==> config.mk <==
export PLATFORM = sky130hd
export DESIGN_NAME = xml_char_reference_decoder
export DESIGN_NICKNAME = d
export VERILOG_FILES = /design/src/rtl/xcr_pkg.sv /design/src/rtl/xcr_queue.sv /design/src/rtl/xcr_front.sv /design/src/rtl/xcr_back.sv /design/src/rtl/xml_char_reference_decoder.sv
export SDC_FILE = /design/constraint.sdc
export NUM_CORES = 1
export LEC_CHECK = 0
export ABC_AREA = 1
export BUFFER_PORTS_ARGS = -buffer_cell sky130_fd_sc_hd__buf_2
export CORE_ASPECT_RATIO = 1.1
export CORE_MARGIN = 5
export CORE_UTILIZATION = 50
export CTS_CLUSTER_DIAMETER = 120
export DETAILED_ROUTE_END_ITERATION = 7
export GPL_ROUTABILITY_DRIVEN = 0
export GPL_TIMING_DRIVEN = 0
export HOLD_SLACK_MARGIN = 0.1
export PLACE_DENSITY = 0.62
export SYNTH_ARGS = -nofsm -noshare
export SYNTH_HDL_FRONTEND = slang
export SYNTH_SLANG_ARGS = --single-unit
==> constraint.sdc <==
create_clock -name i_clk -period 7.44 [get_ports i_clk]
set_clock_uncertainty 0.1 [all_clocks]
set_input_delay 1.86 -clock i_clk [delete_from_list [all_inputs] [get_ports i_clk]]
set_output_delay 1.86 -clock i_clk [all_outputs]
set_load 0.03 [all_outputs]
==> src/rtl/xcr_pkg.sv <==
`timescale 1ns / 1ps
`default_nettype none
// ----------------------------------------------------------------------------
// xcr_pkg
// shared types and constants of the character reference decoder
// ----------------------------------------------------------------------------
package xcr_pkg;

    typedef enum logic [2:0] {
        PH_PLAIN,
        PH_AMP,
        PH_NAME,
        PH_NUM,
        PH_BADNUM,
        PH_DISCARD
    } t_phase;

    localparam int CODE_W = 21;
    localparam logic [CODE_W-1:0] CODE_LIMIT = 21'h1FFFFF;

    localparam logic [2:0] ERR_NONE         = 3'd0;
    localparam logic [2:0] ERR_UNTERMINATED = 3'd1;
    localparam logic [2:0] ERR_EMPTY        = 3'd2;
    localparam logic [2:0] ERR_BAD_DIGIT    = 3'd3;
    localparam logic [2:0] ERR_UNKNOWN      = 3'd4;
    localparam logic [2:0] ERR_TOO_LARGE    = 3'd5;

    localparam logic [7:0] CH_AMP  = 8'h26;
    localparam logic [7:0] CH_SEMI = 8'h3B;
    localparam logic [7:0] CH_HASH = 8'h23;
    localparam logic [7:0] CH_LX   = 8'h78;
    localparam logic [7:0] CH_UX   = 8'h58;
    localparam logic [7:0] CH_LT   = 8'h3C;
    localparam logic [7:0] CH_GT   = 8'h3E;
    localparam logic [7:0] CH_QUOT = 8'h22;
    localparam logic [7:0] CH_APOS = 8'h27;

    localparam logic [31:0] NAME_LT   = 32'h0000_6C74;
    localparam logic [31:0] NAME_GT   = 32'h0000_6774;
    localparam logic [31:0] NAME_AMP  = 32'h0061_6D70;
    localparam logic [31:0] NAME_QUOT = 32'h7175_6F74;
    localparam logic [31:0] NAME_APOS = 32'h6170_6F73;

    localparam logic [CODE_W-1:0] UTF_2B = 21'h80;
    localparam logic [CODE_W-1:0] UTF_3B = 21'h800;
    localparam logic [CODE_W-1:0] UTF_4B = 21'h10000;

    localparam int QDEPTH = 4;
    localparam int QPTR_W = $clog2(QDEPTH);
    localparam int QCNT_W = $clog2(QDEPTH + 1);

    // one queued command: a raw byte, a code to encode, or an error
    typedef struct packed {
        logic              raw;
        logic [CODE_W-1:0] code;
        logic [2:0]        err;
        logic              eot;
    } t_cmd;

endpackage
`default_nettype wire

==> src/rtl/xcr_queue.sv <==
`timescale 1ns / 1ps
`default_nettype none
// ----------------------------------------------------------------------------
// xcr_queue
// small command fifo between the parser and the utf-8 encoder
// ----------------------------------------------------------------------------
module xcr_queue (
    input  wire logic          i_clk,
    input  wire logic          i_rst_n,
    input  wire logic          i_push,
    input  wire xcr_pkg::t_cmd i_push_cmd,
    output logic               o_full,
    input  wire logic          i_pop,
    output logic               o_valid,
    output xcr_pkg::t_cmd      o_cmd
);
    import xcr_pkg::*;

    t_cmd              r_mem [QDEPTH];
    logic [QPTR_W-1:0] r_wr_ptr;
    logic [QPTR_W-1:0] r_rd_ptr;
    logic [QCNT_W-1:0] r_count;
    logic [QCNT_W-1:0] n_count;
    logic              w_do_pop;

    assign w_do_pop = i_pop && (r_count != '0);
    assign o_full   = (r_count == QCNT_W'(QDEPTH));
    assign o_valid  = (r_count != '0);
    assign o_cmd    = r_mem[r_rd_ptr];

    always_comb begin
        n_count = r_count;
        if (i_push && !w_do_pop) begin
            n_count = r_count + 1'b1;
        end else if (!i_push && w_do_pop) begin
            n_count = r_count - 1'b1;
        end
    end

    always_ff @(posedge i_clk) begin
        if (!i_rst_n) begin
            r_wr_ptr <= '0;
            r_rd_ptr <= '0;
            r_count  <= '0;
        end else begin
            r_count <= n_count;
            if (i_push) begin
                r_wr_ptr <= r_wr_ptr + 1'b1;
            end
            if (w_do_pop) begin
                r_rd_ptr <= r_rd_ptr + 1'b1;
            end
        end
    end

    always_ff @(posedge i_clk) begin
        if (i_push) begin
            r_mem[r_wr_ptr] <= i_push_cmd;
        end
    end

endmodule
`default_nettype wire

==> src/rtl/xcr_front.sv <==
`timescale 1ns / 1ps
`default_nettype none
// ----------------------------------------------------------------------------
// xcr_front
// reference parser: tracks the phase, gathers names and digits, queues commands
// ----------------------------------------------------------------------------
module xcr_front (
    input  wire logic       i_clk,
    input  wire logic       i_rst_n,
    input  wire logic       i_valid,
    input  wire logic [7:0] i_byte,
    input  wire logic       i_eot,
    output logic            o_ready,
    input  wire logic       i_q_full,
    output logic            o_push,
    output xcr_pkg::t_cmd   o_cmd
);
    import xcr_pkg::*;

    t_phase            r_phase;
    t_phase            n_phase;
    logic [31:0]       r_name;
    logic [31:0]       n_name;
    logic [2:0]        r_name_len;
    logic [2:0]        n_name_len;
    logic [CODE_W-1:0] r_code;
    logic [CODE_W-1:0] n_code;
    logic              r_ovf;
    logic              n_ovf;
    logic              r_hex;
    logic              n_hex;
    logic              r_have;
    logic              n_have;

    logic              w_accept;
    logic              w_semi;
    logic              w_is_x;
    logic              w_dig_ok;
    logic [3:0]        w_dig;
    logic [25:0]       w_acc;
    logic              w_has_cmd;
    logic              w_clear;
    logic [CODE_W-1:0] w_named;
    logic              w_named_ok;

    assign o_ready  = !i_q_full;
    assign w_accept = i_valid && o_ready;
    assign o_push   = w_accept && w_has_cmd;
    assign w_semi   = (i_byte == CH_SEMI);
    assign w_is_x   = (i_byte == CH_LX) || (i_byte == CH_UX);

    // digit decode
    always_comb begin
        w_dig    = '0;
        w_dig_ok = 1'b0;
        if (i_byte >= 8'h30 && i_byte <= 8'h39) begin
            w_dig    = i_byte[3:0];
            w_dig_ok = 1'b1;
        end else if (r_hex && ((i_byte >= 8'h61 && i_byte <= 8'h66) ||
                               (i_byte >= 8'h41 && i_byte <= 8'h46))) begin
            w_dig    = i_byte[3:0] + 4'd9;
            w_dig_ok = 1'b1;
        end
    end

    always_comb begin
        if (r_hex) begin
            w_acc = {1'b0, r_code, 4'b0} + 26'(w_dig);
        end else begin
            w_acc = {2'b0, r_code, 3'b0} + {4'b0, r_code, 1'b0} + 26'(w_dig);
        end
    end

    // named entity lookup
    always_comb begin
        w_named_ok = 1'b1;
        w_named    = '0;
        if (r_name_len == 3'd2 && r_name == NAME_LT) begin
            w_named = CODE_W'(CH_LT);
        end else if (r_name_len == 3'd2 && r_name == NAME_GT) begin
            w_named = CODE_W'(CH_GT);
        end else if (r_name_len == 3'd3 && r_name == NAME_AMP) begin
            w_named = CODE_W'(CH_AMP);
        end else if (r_name_len == 3'd4 && r_name == NAME_QUOT) begin
            w_named = CODE_W'(CH_QUOT);
        end else if (r_name_len == 3'd4 && r_name == NAME_APOS) begin
            w_named = CODE_W'(CH_APOS);
        end else begin
            w_named_ok = 1'b0;
        end
    end

    // next phase
    always_comb begin
        n_phase = r_phase;
        unique case (r_phase)
            PH_DISCARD: begin
                if (i_eot) n_phase = PH_PLAIN;
            end
            PH_PLAIN: begin
                if (i_byte == CH_AMP && !i_eot) n_phase = PH_AMP;
            end
            default: begin
                if (w_semi) begin
                    n_phase = PH_PLAIN;
                    unique case (r_phase)
                        PH_BADNUM: if (!i_eot) n_phase = PH_DISCARD;
                        PH_NUM: begin
                            if (!i_eot && (!r_have || r_ovf)) n_phase = PH_DISCARD;
                        end
                        PH_NAME: if (!i_eot && !w_named_ok) n_phase = PH_DISCARD;
                        default: if (!i_eot) n_phase = PH_DISCARD;
                    endcase
                end else if (i_eot) begin
                    n_phase = PH_PLAIN;
                end else begin
                    unique case (r_phase)
                        PH_AMP: n_phase = (i_byte == CH_HASH) ? PH_NUM : PH_NAME;
                        PH_NUM: begin
                            if (!(!r_have && !r_hex && w_is_x) && !w_dig_ok) begin
                                n_phase = PH_BADNUM;
                            end
                        end
                        default: n_phase = r_phase;
                    endcase
                end
            end
        endcase
    end

    // command and reference datapath
    always_comb begin
        o_cmd      = '0;
        o_cmd.eot  = i_eot;
        w_has_cmd  = 1'b0;
        w_clear    = 1'b0;
        n_name     = r_name;
        n_name_len = r_name_len;
        n_code     = r_code;
        n_ovf      = r_ovf;
        n_hex      = r_hex;
        n_have     = r_have;
        unique case (r_phase)
            PH_DISCARD: begin
                w_has_cmd = 1'b0;
            end
            PH_PLAIN: begin
                if (i_byte == CH_AMP) begin
                    w_clear = 1'b1;
                    if (i_eot) begin
                        w_has_cmd = 1'b1;
                        o_cmd.err = ERR_UNTERMINATED;
                    end
                end else begin
                    w_has_cmd  = 1'b1;
                    o_cmd.raw  = 1'b1;
                    o_cmd.code = CODE_W'(i_byte);
                end
            end
            default: begin
                if (w_semi) begin
                    w_has_cmd = 1'b1;
                    w_clear   = 1'b1;
                    unique case (r_phase)
                        PH_BADNUM: o_cmd.err = ERR_BAD_DIGIT;
                        PH_NUM: begin
                            if (!r_have)     o_cmd.err = ERR_EMPTY;
                            else if (r_ovf)  o_cmd.err = ERR_TOO_LARGE;
                            else             o_cmd.code = r_code;
                        end
                        PH_NAME: begin
                            if (w_named_ok) o_cmd.code = w_named;
                            else            o_cmd.err  = ERR_UNKNOWN;
                        end
                        default: o_cmd.err = ERR_UNKNOWN;
                    endcase
                end else begin
                    // body byte: name bytes or digits
                    if (r_phase == PH_NAME ||
                        (r_phase == PH_AMP && i_byte != CH_HASH)) begin
                        if (r_name_len < 3'd4) n_name = {r_name[23:0], i_byte};
                        if (r_name_len < 3'd5) n_name_len = r_name_len + 1'b1;
                    end else if (r_phase == PH_NUM) begin
                        if (!r_have && !r_hex && w_is_x) begin
                            n_hex = 1'b1;
                        end else if (w_dig_ok) begin
                            n_have = 1'b1;
                            if (!r_ovf) begin
                                if (w_acc > 26'(CODE_LIMIT)) n_ovf = 1'b1;
                                else n_code = w_acc[CODE_W-1:0];
                            end
                        end
                    end
                    if (i_eot) begin
                        w_has_cmd = 1'b1;
                        w_clear   = 1'b1;
                        o_cmd.err = ERR_UNTERMINATED;
                    end
                end
            end
        endcase
        if (w_clear) begin
            n_name     = '0;
            n_name_len = '0;
            n_code     = '0;
            n_ovf      = 1'b0;
            n_hex      = 1'b0;
            n_have     = 1'b0;
        end
    end

    always_ff @(posedge i_clk) begin
        if (!i_rst_n) begin
            r_phase    <= PH_PLAIN;
            r_name     <= '0;
            r_name_len <= '0;
            r_code     <= '0;
            r_ovf      <= 1'b0;
            r_hex      <= 1'b0;
            r_have     <= 1'b0;
        end else if (w_accept) begin
            r_phase    <= n_phase;
            r_name     <= n_name;
            r_name_len <= n_name_len;
            r_code     <= n_code;
            r_ovf      <= n_ovf;
            r_hex      <= n_hex;
            r_have     <= n_have;
        end
    end

endmodule
`default_nettype wire

==> src/rtl/xcr_back.sv <==
`timescale 1ns / 1ps
`default_nettype none
// ----------------------------------------------------------------------------
// xcr_back
// utf-8 encoder: while the receiver is ready, expands one command into output bytes, one per cycle
// ----------------------------------------------------------------------------
module xcr_back (
    input  wire logic          i_clk,
    input  wire logic          i_rst_n,
    input  wire logic          i_q_valid,
    input  wire xcr_pkg::t_cmd i_q_cmd,
    output logic               o_pop,
    output logic               o_valid,
    input  wire logic          i_ready,
    output logic [7:0]         o_byte,
    output logic               o_last_of_run,
    output logic               o_text_done,
    output logic [2:0]         o_err
);
    import xcr_pkg::*;

    logic [1:0] r_idx;
    logic       r_valid;
    logic [7:0] r_byte;
    logic       r_last_of_run;
    logic       r_text_done;
    logic [2:0] r_err;

    logic       w_load;
    logic [1:0] w_nlast;
    logic       w_last;
    logic [1:0] w_rem;
    logic [7:0] w_byte;
    logic [CODE_W-1:0] w_c;

    assign w_c    = i_q_cmd.code;
    assign w_load = !r_valid || i_ready;
    assign w_last = (r_idx == w_nlast);
    assign o_pop  = w_load && i_q_valid && w_last;
    assign w_rem  = w_nlast - r_idx;

    // index of the final byte of this command
    always_comb begin
        if (i_q_cmd.raw || i_q_cmd.err != ERR_NONE || w_c < UTF_2B) begin
            w_nlast = 2'd0;
        end else if (w_c < UTF_3B) begin
            w_nlast = 2'd1;
        end else if (w_c < UTF_4B) begin
            w_nlast = 2'd2;
        end else begin
            w_nlast = 2'd3;
        end
    end

    always_comb begin
        if (i_q_cmd.err != ERR_NONE) begin
            w_byte = 8'h00;
        end else if (r_idx == 2'd0) begin
            unique case (w_nlast)
                2'd0:    w_byte = w_c[7:0];
                2'd1:    w_byte = 8'hC0 | {3'b0, w_c[10:6]};
                2'd2:    w_byte = 8'hE0 | {4'b0, w_c[15:12]};
                default: w_byte = 8'hF0 | {5'b0, w_c[20:18]};
            endcase
        end else begin
            // continuation bytes, counted back from the final one
            unique case (w_rem)
                2'd0:    w_byte = {2'b10, w_c[5:0]};
                2'd1:    w_byte = {2'b10, w_c[11:6]};
                default: w_byte = {2'b10, w_c[17:12]};
            endcase
        end
    end

    always_ff @(posedge i_clk) begin
        if (!i_rst_n) begin
            r_idx   <= '0;
            r_valid <= 1'b0;
        end else if (w_load) begin
            r_valid <= i_q_valid;
            if (i_q_valid) begin
                r_idx <= w_last ? 2'd0 : r_idx + 1'b1;
            end
        end
    end

    // an error request always closes the text
    always_ff @(posedge i_clk) begin
        if (w_load && i_q_valid) begin
            r_byte        <= w_byte;
            r_last_of_run <= w_last;
            r_text_done   <= w_last && (i_q_cmd.eot || i_q_cmd.err != ERR_NONE);
            r_err         <= i_q_cmd.err;
        end
    end

    assign o_valid       = r_valid;
    assign o_byte        = r_byte;
    assign o_last_of_run = r_last_of_run;
    assign o_text_done   = r_text_done;
    assign o_err         = r_err;

endmodule
`default_nettype wire

==> src/rtl/xml_char_reference_decoder.sv <==
`timescale 1ns / 1ps
`default_nettype none
// ----------------------------------------------------------------------------
// xml_char_reference_decoder
// unescapes xml character references in a byte stream into utf-8
// ----------------------------------------------------------------------------
// Takes one text byte per cycle while s_axis_tready is high. Plain bytes pass
// through the command queue and then the output register; a closing semicolon
// of a numeric reference expands into one to four utf-8 bytes, emitted by the
// encoder stage. Output bytes leave one per cycle while m_axis_tready is high.
// A 4-entry command queue between the parser and the encoder lets input keep
// flowing while a multi-byte code drains; once it fills, s_axis_tready drops
// until the encoder catches up. A faulty reference gives one error request
// (tdata 0) and the rest of that text is dropped up to the byte marked with
// tlast.
// ----------------------------------------------------------------------------
module xml_char_reference_decoder (
    input  wire logic       i_clk,
    input  wire logic       i_rst_n,
    input  wire logic       s_axis_tvalid,
    output logic            s_axis_tready,
    input  wire logic [7:0] s_axis_tdata,   // [7:0] data_byte
    input  wire logic       s_axis_tlast,   // end_of_text
    output logic            m_axis_tvalid,
    input  wire logic       m_axis_tready,
    output logic [7:0]      m_axis_tdata,   // [7:0] out_byte
    output logic            m_axis_tlast,   // text_done
    output logic [3:0]      m_axis_tuser    // [0] last_of_run, [3:1] error_code
);
    import xcr_pkg::*;

    logic w_q_full;
    logic w_push;
    t_cmd w_push_cmd;
    logic w_pop;
    logic w_q_valid;
    t_cmd w_q_cmd;
    logic w_last_of_run;
    logic [2:0] w_err;

    xcr_front u_front (
        .i_clk    (i_clk),
        .i_rst_n  (i_rst_n),
        .i_valid  (s_axis_tvalid),
        .i_byte   (s_axis_tdata),
        .i_eot    (s_axis_tlast),
        .o_ready  (s_axis_tready),
        .i_q_full (w_q_full),
        .o_push   (w_push),
        .o_cmd    (w_push_cmd)
    );

    xcr_queue u_queue (
        .i_clk      (i_clk),
        .i_rst_n    (i_rst_n),
        .i_push     (w_push),
        .i_push_cmd (w_push_cmd),
        .o_full     (w_q_full),
        .i_pop      (w_pop),
        .o_valid    (w_q_valid),
        .o_cmd      (w_q_cmd)
    );

    xcr_back u_back (
        .i_clk         (i_clk),
        .i_rst_n       (i_rst_n),
        .i_q_valid     (w_q_valid),
        .i_q_cmd       (w_q_cmd),
        .o_pop         (w_pop),
        .o_valid       (m_axis_tvalid),
        .i_ready       (m_axis_tready),
        .o_byte        (m_axis_tdata),
        .o_last_of_run (w_last_of_run),
        .o_text_done   (m_axis_tlast),
        .o_err         (w_err)
    );

    assign m_axis_tuser = {w_err, w_last_of_run};

endmodule
`default_nettype wire

* Word-level counts from Yosys, hierarchy flattened
Memory sizes are Yosys's and may differ from the RTL's. A register that Yosys moved wholly into a read port is not among the register bits.
Index checks and enable logic that the tools add are counted.
** Storage, ports and cells
- Bits in registers :: 85
- Bits in writable memories :: 104
- Input bits :: 13
- Output and inout port bits :: 15
- Word-level logic and storage cells :: 239
- Memories :: 1
** Operators by class
- Add/sub/neg operators :: 11
- Order comparisons :: 12
- Equality and inequality tests :: 33
- Mux-type cells :: 102
- Reduce and logical (&&, ||, !) cells :: 64
** Memories
- u_queue.r_mem :: depth 4, width 26, rd ports 1, clocked after memory_dff 1, write ports 1, RTL line xcr_queue.sv:19 : t_cmd r_mem [QDEPTH];
** Operators with widths (number)
- 21-bit two-way mux :: 17
- 32-bit two-way mux :: 5
- 32-bit by 15-bit equality test with 1-bit output (second input constant) :: 2
- 32-bit by 31-bit equality test with 1-bit output (second input constant) :: 2
- 3-bit two-way mux :: 20
- 24-bit one-hot mux with 2 select lines :: 1
- 21-bit one-hot mux with 2 select lines :: 1
- 1-bit two-way mux :: 39
- 32-bit by 23-bit equality test with 1-bit output (second input constant) :: 1
- 25-bit by 4-bit adder with 26-bit output :: 1
- 26-bit by 4-bit adder with 26-bit output :: 1
- 26-bit by 21-bit > comparator with 1-bit output (second input constant) :: 1
- 26-bit two-way mux :: 1
- 24-bit by 22-bit adder with 25-bit output :: 1
- 8-bit by 6-bit equality test with 1-bit output (second input constant) :: 3
- 1-bit logical AND :: 24
- 8-bit one-hot mux with 3 select lines :: 1
- 22-bit two-way mux :: 1
- 21-bit by 12-bit < comparator with 1-bit output (second input constant) :: 1
- 21-bit by 17-bit < comparator with 1-bit output (second input constant) :: 1
- 21-bit by 8-bit < comparator with 1-bit output (second input constant) :: 1
- 3-bit one-hot mux with 2 select lines :: 3
- 8-bit by 7-bit equality test with 1-bit output (second input constant) :: 2
- 8-bit by 7-bit greater-or-equal comparator with 1-bit output (second input constant) :: 2
- other kinds (39) :: 90

* Depth between registers and ports, before layout
- Word-level depth :: 18
- Gate-level depth with buffers :: 33
- Gate-level depth less buffers :: 32

* Modules after synthesis
Synthesis repeated with hierarchy kept, for this count alone.
** Second synthesis, totals
- Cell total of the unflattened synthesis :: 1357
- Area total of the unflattened synthesis :: 11159.5 um2
** Modules (own cells, without submodules)
- xcr_front :: instances 1, cells each 901, area an instance 5675.4 um2, seq. area each 1241.2 um2
- xcr_queue :: instances 1, cells each 314, area an instance 4310.4 um2, seq. area each 3303.2 um2
- xcr_back :: instances 1, cells each 141, area an instance 1166.1 um2, seq. area each 450.4 um2
- xml_char_reference_decoder :: instances 1, cells each 1, area an instance 7.5 um2, seq. area each 0.0 um2

* Worst setup path after synthesis
OpenSTA, ideal clock, no wires.
- Path kind :: input to register
- Start :: in s_axis_tdata[1]
- End :: reg u_front.r_code[10]
- Library setup time :: 110 ps
- Data arrival time :: 5094 ps
- Required time :: 7230 ps
- Path slack :: 2136 ps
- Cell stages on the path :: 30
- Buffers on the path :: 1
- Path through :: inv_1 ha_1 o21ai_0 a21oi_1 inv_1 o21ai_0 nand2_1 inv_1 ha_1 inv_1 fa_1 inv_1 nand3_1 nand2_1 inv_1 nor2_1 nand3_2 nor2_4 nand3_2 nor2_2 nand3_2 nor2_2 nor2_1 nor2_2 nand3_2 nand3_4 buf_2 nand4_1 nand2_1 nor2_1
** On the way
- Cells in the longest elaborated chain, start to end :: 17
- Elaborated cells on any way between the ends :: 50
- Classes of those cells :: add/sub: 3; order compare: 7; eq/ne: 11; mux: 17; reduce/logical: 12
** Ends and longest elaborated chain
- start: declaration :: RTL line xml_char_reference_decoder.sv:22 : input wire logic [7:0] s_axis_tdata,
- branches (longest 17 deep; another with 26-bit by 4-bit adder with 26-bit output)
- end signal: assignment :: RTL line xcr_front.sv:225 : r_code <= n_code;
- end: declaration :: RTL line xcr_front.sv:26 : logic [CODE_W-1:0] r_code;
Several ways; the timed one is not identified. The select of a mux whose other input is x is not followed.
A chain may end at the register's enable or synchronous reset.

* Worst setup path after layout
- Start :: in s_axis_tdata[0]
- End :: reg u_front.r_code[2]
The elaborated chain is that of the path after synthesis.

==> flow_metrics.env <==
export IMPL_run_status="complete, no violations"
export IMPL_critical_path_arrival_ns=5.93
export IMPL_fin_util_pct=56.4
export IMPL_nets=1493
export IMPL_clock_power_share_pct=24.3
export IMPL_root_buffer="clkbuf_16"
export IMPL_finalWirelength_mm=28.5
export IMPL_power_ir_vdd_worst_mv=0.176
export IMPL_die_height_um=165
export IMPL_hold_slack_ns=0.371
export IMPL_grt_max_degree=27
export IMPL_setup_total_negative_slack_ns=0
export IMPL_switching_share_pct=41.0
export IMPL_post_route_cell_area_um2=12100
export IMPL_cell_area_after_synthesis_um2=10900
export IMPL_ctsHoldBuffers=0
export IMPL_yosys_warnings=0
export IMPL_ff_latch_area_um2=4990
export IMPL_transition_at_the_pin_with_the_smallest_max_transition_slack_ns=0.897
export IMPL_post_cts_resized=0
export IMPL_post_route_cells_drive_above_1_share_pct=8.85
export IMPL_insertedDiodeCount=0
export IMPL_synth_sequential_area_ratio_pct=45.7
export IMPL_cts_tree="yes"
export IMPL_maxClockFrequency_mhz=175
export IMPL_placed_cells_incl_taps=1706
export IMPL_p_switching_w=0.00158
export IMPL_setup_worst_path_class="input port to register"
export IMPL_fp_dieArea_um2=24900
export IMPL_post_placement_cell_area_um2=11500
export IMPL_boundary_pins=28
export IMPL_ctsHtreeMaxLevel=4
export IMPL_setup_violations_final=0
export IMPL_syn_inst=1389
export IMPL_yosysUniqueCellTypes=54
export IMPL_worstPathRequired_ns=7.67
export IMPL_areaGrowthSynthToFinish_pct=10.5
export IMPL_power_per_cell_area_nw_per_um2=319
export IMPL_power_leakage_nw=4.96
export IMPL_fp_row_count=56
export IMPL_detail_route_antenna_nets=0
export IMPL_worstSetupEndpointType="register"
export IMPL_first_pass_grt_wire_length_mm=46.0
export IMPL_synth_edf_count=117
export IMPL_tritoncts_num_sinks=191
export IMPL_fillerInstances=2043
export IMPL_design_core_area_um2=21400
export IMPL_numCtsBuffers=17
export IMPL_report_final_slew_viol_count=0
export IMPL_critical_path_startpoint_type="input port"
export IMPL_power_internal_w=0.00227
export IMPL_final_cell_count_no_fill=1737
export IMPL_rsz_0062_raised_after_global_routing="no"
export IMPL_fin_crit_sh_pct=76.7
export IMPL_clk_pin_slew_worst_paths_ns=0.08
export IMPL_share_of_flip_flops_with_an_asynchronous_set_or_reset_after_synthesis_pct=0
export IMPL_multi_input_area_um2=5020
export IMPL_buffer_ports_inserted=26
export IMPL_num_vias=9490
export IMPL_viasPerCell=5.46
export IMPL_synth_net_count=1447
export IMPL_number_of_optimization_iterations_in_the_first_detailed_route_pass=7
export IMPL_grt_pass1_vias=8918
export IMPL_hold_viol_final=0
export IMPL_drt_drc_violations_left=0
export IMPL_hpwlAfterDp_mm=21.5
export IMPL_max_slew_margin_rel_pct=40.0
export IMPL_seq_power_share_pct=37.5
export IMPL_grt_overflow_total=0
export IMPL_number_of_max_capacitance_violations_reported=0
export IMPL_wl_per_cell_um=16.4
export IMPL_yosys_most_used_dff="edfxtp_1"
export IMPL_ys_ff_latch=191
export IMPL_syn_avg_cell_area_um2=7.87
export IMPL_number_of_antenna_violations_at_the_first_check_in_global_routing=0
export IMPL_hold_class="register to register"
export IMPL_p_comb_share_pct=38.2
export IMPL_initial_core_util_pct=51.0
export IMPL_drt_first_iter_violations=693
export IMPL_ctsLongestPathBuffers=2
export IMPL_clock_latency_at_the_later_pin_of_the_worst_skew_pair_ns=0.44
export IMPL_die_w_um=151
export IMPL_critical_path_peak_fanout=10
export IMPL_period_minus_slack_ns=5.70
export IMPL_grt_total_usage_pct=23.5
export IMPL_cts_post_setup_buffers_inserted=0
power by group through the flow:
stage               logic (W)  registers [W]  clock network [W]
finish                0.00147        0.00144           0.000938
global placement      0.00142        0.00147                  0
detailed placement    0.00147        0.00147                  0
CTS                   0.00147        0.00144           0.000943
global route          0.00164        0.00146           0.000990
floorplan            0.000959        0.00153                  0
layer usage:
layer | GRT usage (%) | up-vias | routed length (um)
met5 | 0 | - | 0
li1 | - | 4788 | -
met1 | 30.9 | 4352 | 12400
met4 | 6.60 | 0 | 470
met2 | 40.8 | 312 | 14000
met3 | 3.28 | 38 | 1630
final cells by class:
type	instances	area share [%]
multi-input cells	953	41.5
flip-flops and latches	191	41.3
inverters	195	6.06
clock buffers	17	3.52
well taps	290	3.00
plain buffers	50	1.89
clock inverters	14	1.50
repair buffers	27	1.17
stage by stage:
step	setup slack (ns)	total power [W]
6_report	1.74	0.00385
5_1_grt	1.28	0.00410
4_1_cts	1.75	0.00386
3_5_place_dp	1.31	0.00293
3_3_place_gp	1.35	0.00290
2_1_floorplan	2.14	0.00249
cells in the final DEF (no fill, tap or decap), drive strengths merged, types with 2 or more instances in the layout:
cell type and n:
nand3b 9, nand3 97, o211ai 15, nand2 316
a32o 5, fa 3, o21ai 85, nand4 34
nor2 135, a211oi 16, dfxtp 74, nor3 33
a21oi 109, clkinv 6, and2 2, clkbuf 43
o22ai 13, inv 202, nor4 10, buf 51
xor2 8, a31oi 4, or2 3, edfxtp 117
ha 42, and3 2
critical path, cell delays in order:
cell	delay [ns]
buf_2	0.15
inv_1	0.18
ha_1	0.19
o21ai_0	0.07
a21oi_1	0.30
nor2_1	0.12
nor3_1	0.42
inv_1	0.12
fa_1	0.40
inv_1	0.09
nand3_1	0.07
nand2_1	0.06
inv_1	0.04
nor2_1	0.20
nand3_2	0.14
nor2_4	0.14
nand3_2	0.12
nor2_2	0.12
nand3_2	0.12
nor2_2	0.12
nor2_1	0.05
nor2_2	0.08
nand3_2	0.11
nand3_4	0.12
buf_2	0.25
nand4_1	0.11
nand2_1	0.09
nor2_1	0.06
Yosys cell counts (all sizes together), types with 2 or more instances:
master  count  area (um^2)
nand2     316         1210
inv       194          728
nor2      135          537
edfxtp    117         3510
a21oi     109          553
nand3      97          536
o21ai      85          429
dfxtp      74         1480
ha         42          526
nand4      34          213
nor3       33          170
clkbuf     26         97.6
buf        24          131
a211oi     16          120
o211ai     15          113
o22ai      13         81.3
nor4       10         62.6
nand3b      9         67.6
xor2        8         85.1
a32o        5         50.1
a31oi       4         25.0
fa          3         60.1
or2         3         21.3
and2        2         12.5
and3        2         12.5
state kept, by name (all words and copies together) (netlist names), 2 cells and up, named ones only:
register and count:
u_back.o_byte 8, u_back.o_err 3, u_back.r_idx 2, u_front.r_code 21
u_front.r_name 32, u_front.r_name_len 3, u_front.r_phase 3, u_queue.r_count 3
u_queue.r_mem 104, u_queue.r_rd_ptr 2, u_queue.r_wr_ptr 2
cell families (layout without fill, tap and decap cells):
group	after synthesis	in the layout	synth area share (%)
adders and majority gates	45	45	5.35
AOI/OAI and AO/OA	257	257	13.3
DFF	191	191	45.7
xor gates and xnor gates	9	9	0.858
buffers and inverters	245	303	8.79
and+or+nand+nor	642	642	26.0
path summary, 6_finish.rpt:
kind	from	endpoint	slack [ns]	depth (start not counted)
worst min-delay path	u_front.r_name[26]	u_front.r_name[26]	0.37	2
worst max-delay path	s_axis_tdata[0]	u_front.r_code[2]	1.74	28
worst min register to register	u_front.r_name[26]	u_front.r_name[26]	0.37	2
worst max register to register	register	u_queue.r_count[1]	3.01	20
Note: power is estimated with default switching activity, not from simulation.
